File: config.mk
export PLATFORM = sky130hd
export DESIGN_NAME = ame_alu
export DESIGN_NICKNAME = d
export VERILOG_FILES = /design/src/sv/ame_pkg.sv /design/src/sv/ame_alu.sv
export SDC_FILE = /design/constraint.sdc
export NUM_CORES = 1
export LEC_CHECK = 0
export ABC_CLOCK_PERIOD_IN_PS = 14640
export BUFFER_PORTS_ARGS = -buffer_cell sky130_fd_sc_hd__buf_2
export CAP_MARGIN = 30
export CORE_UTILIZATION = 65
export CTS_BUF_LIST = sky130_fd_sc_hd__clkbuf_8
export CTS_CLUSTER_SIZE = 28
export DETAILED_ROUTE_END_ITERATION = 7
export GPL_ROUTABILITY_DRIVEN = 1
export GPL_TIMING_DRIVEN = 0
export PLACE_DENSITY_LB_ADDON = 0.08
export RECOVER_POWER = 25
export SYNTH_ARGS = -nofsm -noshare
export SYNTH_HDL_FRONTEND = slang
export SYNTH_SLANG_ARGS = --single-unit
File: constraint.sdc
create_clock -name clock -period 14.64 [get_ports clock]
set_input_delay 0.732 -clock clock [delete_from_list [all_inputs] [get_ports clock]]
set_output_delay 0.732 -clock clock [all_outputs]
set_load 0.01 [all_outputs]
File: src/sv/ame_pkg.sv
// shared types, codes and helper functions for the accumulator machine executor
// no dependencies; imported by ame_mem, ame_alu and accumulator_machine_execute_top
package ame_pkg;

   // default sizes, used as parameter defaults on the top level
   localparam int MEM_BYTES_DEF  = 4096;
   localparam int MAX_STRING_DEF = 32;

   // instruction word that halts the machine
   localparam logic [15:0] HALT_WORD = 16'h8000;

   // request kinds carried in req_tuser
   typedef enum logic {
      REQ_WRITE = 1'b0,
      REQ_EXEC  = 1'b1
   } req_kind_type;

   // result kinds carried in rsp_tuser
   typedef enum logic [1:0] {
      KIND_NONE = 2'd0,
      KIND_NUM  = 2'd1,
      KIND_CHAR = 2'd2,
      KIND_HALT = 2'd3
   } kind_type;

   // opcodes that do something; every other code is a no-op
   typedef enum logic [3:0] {
      OP_LDA = 4'h1,
      OP_STA = 4'h2,
      OP_ADD = 4'h3,
      OP_SUB = 4'h4,
      OP_MUL = 4'h7,
      OP_PRT = 4'hB,
      OP_PRC = 4'hC,
      OP_PRS = 4'hD
   } opcode_type;

   // sequencer states
   typedef enum logic [2:0] {
      ST_IDLE,
      ST_DECODE,
      ST_EXEC,
      ST_STR_RD,
      ST_STR_CHK,
      ST_EMIT
   } state_type;

   // memory port control from the sequencer
   typedef struct packed {
      logic rd;
      logic we_even;
      logic we_odd;
   } mem_ctl_type;

   // accumulator update control from the sequencer
   typedef struct packed {
      logic ld;
      logic add;
      logic sub;
      logic mul;
   } alu_ctl_type;

   // sign-magnitude word to 32-bit two's complement
   function automatic logic [31:0] sm_to_acc(input logic [15:0] w);
      logic [31:0] mag;
      mag = {17'd0, w[14:0]};
      return w[15] ? (32'd0 - mag) : mag;
   endfunction

   // 32-bit two's complement to sign plus low 15 bits of magnitude
   function automatic logic [15:0] acc_to_sm(input logic [31:0] v);
      logic [31:0] mag;
      mag = v[31] ? (32'd0 - v) : v;
      return {v[31], mag[14:0]};
   endfunction

endpackage

File: src/sv/ame_alu.sv
// accumulator register with load, add, subtract and multiply of a memory word
// converts the sign-magnitude operand and the store word; depends on ame_pkg
module ame_alu (
   input  logic                  clock,
   input  logic                  reset,
   input  ame_pkg::alu_ctl_type  ctl,
   input  logic [15:0]           mem_word,
   output logic [31:0]           operand,
   output logic [15:0]           store_word
);
   import ame_pkg::*;

   logic [31:0] acc_ff, acc_in;
   logic [31:0] opnd;

   assign opnd = sm_to_acc(mem_word);

   // accumulator update, wrapping at 32 bits
   always_comb begin
      acc_in = acc_ff;
      priority if (ctl.ld) begin
         acc_in = opnd;
      end else if (ctl.add) begin
         acc_in = acc_ff + opnd;
      end else if (ctl.sub) begin
         acc_in = acc_ff - opnd;
      end else if (ctl.mul) begin
         acc_in = acc_ff * opnd;
      end else begin
         acc_in = acc_ff;
      end
   end

   always_ff @(posedge clock) begin
      if (reset) begin
         acc_ff <= '0;
      end else begin
         acc_ff <= acc_in;
      end
   end

   assign operand    = opnd;
   assign store_word = acc_to_sm(acc_ff);

endmodule
==> metrics.md <==
| Metric | Value |
|---|---|
| Status | finished, violations left |
| Failing checks | capacitance limit, slew limit |
| Most common cell after layout, fill and taps aside | inv_1 |
| Fmax achieved | 77.6 MHz |
| Critical path type | in2reg |
| Die Span Y | 177 um |
| Depth of the most critical reg-to-reg path | 22 |
| EDFF count, synth | 0 |
| Syn Area/Cell | 8.38 um^2 |
| CTS Buf Count | 5 |
| Syn Nets | 2976 |
| First-pass GRT wire length | 106000 um |
| Vias per cell | 6.30 |
| Final HPWL DP | 57900 um |
| Root Buffer | clkbuf_8 |
| Maxcap violations | 1 |
| Port Buffers | 68 |
| Hold path cells | 2 |
| Primary FF master, synth | dfxtp_1 |
| Max-slew headroom | -0.519 |
| WHS Endpoint | acc_ff[30] |
| Diode count | 0 |
| WP data required | 14.84 ns |
| R2R Path Start | acc_ff[4] |
| Worst path slowest cell | xnor2_1 |
| Cells after Synth | 2376 |
| Setup Fix Bufs, Post-CTS | 0 |
| Number of distinct library cells after synthesis | 74 |
| Reg clk slew, reported paths | 0.08 ns |
| Most frequent cells in the layout | inv_1 (474), fa_1 (392), nand2_1 (270) |
| Slew @ Worst Pin | 2.26 ns |
| CTS Hold Bufs | 0 |
| Post-layout min period | 12.89 ns |
| Async set-reset flop share out of synthesis | 0 |
| Largest net degree at the start of global routing | 29 |
| Die ar. | 31400 um^2 |
| Hold Path Origin | acc_ff[30] |
| Core area | 29900 um^2 |
| Crit start category | input pin |
| Iter 0 DRT Violations | 2311 |
| Grt total ovfl | 0 |
| Routed Antenna Nets | 0 |
| Crit path max-delay family | adder cells |
| Initial Utilization | 0.667 |
| # DRC | 0 |
| CTS resizes | 0 |
| Row count | 63 |
| Skew-Pair Late Insertion Delay | 0.31 ns |
| CP most frequent cell | fa_1 |
| TritonCTS clock tree | built |
| Sequential-to-total area share from yosys stat | 0.0322 |
| CTS H-tree depth | 2 |
| Area contributors post-synth | fa_1 (39%), ha_1 (12%), inv_1 (8.9%), nand2_1 (5.1%), and2_1 (4.7%) |
| Via count | 18.0k |
| Worst r2r dst | acc_ff[30] |
| Clk sink count | 32 |
| Final WL | 69200 um |
| Crit-path max cell delay | 0.91 ns |
| Area added between synthesis and finish | 4.92% |
| Hold crit path type | reg2reg |
| Grt met2 use | 0.718 |
| Max FFs per register | 32 |
| Largest reg by FF count | acc_ff |
| Layout Skew | 0.0133 ns |
| Synth top area share | 0.394 |
| Cell taking the most area after synthesis | fa_1 |
| Biggest registers after layout | acc_ff: 32 flops |
| CP Capture Type | register |
| Max FO, Critical Path | 11 |
| Slew Viols, Final | 12 |
| Register Area | 641 um^2 |
| Setup TNS | 0 ns |
| Gr busiest metal | met2 |
| Drt first pass iters | 6 |
| Met3 Use GR | 0.117 |
| Area of the multi-input gates | 16900 um^2 |
| Cell Area, Synth | 19900 um^2 |
| GPL Wtd Cong | 1.02 |
| Fraction of layout cells with a size suffix above 1 | 0.0443 |
| Met1 Resource Use GR | 0.560 |
| Die W | 177 um |
| Number of fill cells | 2384 |
| Fin crit share | 0.881 |
| Buf/Inv on CP | 11 |
| Wire per inst | 24.3 um |
| Tot GR Track Use | 0.457 |
| RSZ-0062 raised after global routing | no |
| R2R Setup Slk | 4.85 ns |
| Antenna violations before repair | 0 |
| Syn. warnings | 0 |
| CTS Buffer Depth | 2 |
| Critical Path AT | 13.10 ns |
| Endpoints failing setup | 0 |
| Yosys reg bits | 32 |
| IO Pins | 70 |
| Hold Fails Final Rpt | 0 |
| Vias in the first global route | 18.6k |
| Nets@finish | 3060 |
## cells in the mapped netlist, types with 6 or more instances
cell      count
o31ai_1      12
a221o_1       6
o22ai_1      13
a31oi_1      14
fa_1        392
nand4_1       7
nor3_1       17
o21ai_0      71
buf_4        19
dfxtp_1      32
o21bai_1     16
mux2i_1       6
o211ai_1     15
inv_1       473
nor4_1        6
a21oi_1     119
o32ai_1       6
and3_1        6
a211oi_1     20
or3_1        14
nand2_1     270
buf_1         9
o21a_1        9
and2_1      149
ha_1        186
nand3_1       8
xnor2_1      89
xor2_1       23
o221ai_1      9
clkbuf_1    111
a221oi_1      9
nand2b_1     14
a21o_1       29
nor2_1      118
## cell families after synthesis
group,synth area share
xor+xnor,0.0520
flops,0.0322
compound gates,0.132
fa+ha+maj,0.511
simple gates,0.149
buf+inv,0.120
mux,0.00415
## cell type report
type                            instances  area share
Clock inverter                          2    0.000419
Multi-Input combinational cell       1729       0.808
Buffer                                141      0.0289
Sequential cell                        32      0.0307
Inverter                              474      0.0852
Timing Repair Buffer                   77      0.0204
Clock buffer                            5     0.00329
Tap cell                              390      0.0233
## how the worst max path moves through the flow
| stage | from | endpoint | slack (ns) | depth (start not counted) |
|---|---|---|---|---|
| finish | mem_word[0] | acc_ff[30] | 1.75 | 35 |
| global route | mem_word[0] | acc_ff[30] | 1.78 | 35 |
| CTS | mem_word[0] | acc_ff[30] | 2.61 | 35 |
| detailed placement | mem_word[0] | acc_ff[30] | 2.28 | 35 |
| global placement | mem_word[0] | acc_ff[30] | 2.59 | 35 |
| floorplan | mem_word[0] | acc_ff[30] | 5.48 | 26 |
## tightest hold or removal path: stages, from the launching register on
cell and delay [ns]:
dfxtp_1 0.36, a21oi_1 0.14, o32ai_1 0.11
## per-layer routing
metal  share of wire  vias to the layer above
met5               0                        -
met4           0.076                        0
met3            0.12                      356
met2            0.44                     1255
met1            0.36                     8762
li1                -                     7594
## through the flow
stage / utilization / setup slack, ns / hold WS (ns) / instance area (um^2) / std cells
after global routing: 0.700 / 1.78 / 0.695 / 20900 / 2850
after global placement: 0.695 / 2.59 / 0.613 / 20700 / 2834
final: 0.700 / 1.75 / 0.666 / 20900 / 2850
after CTS: 0.700 / 2.61 / 0.657 / 20900 / 2849
after floorplan: - / 5.48 / 0.565 / 19900 / 2376
after detailed placement: 0.698 / 2.28 / 0.640 / 20800 / 2842
Power is left out: the tool's default activity adds up to more than one toggle a clock period on the data nets, which glitch-free logic cannot reach.
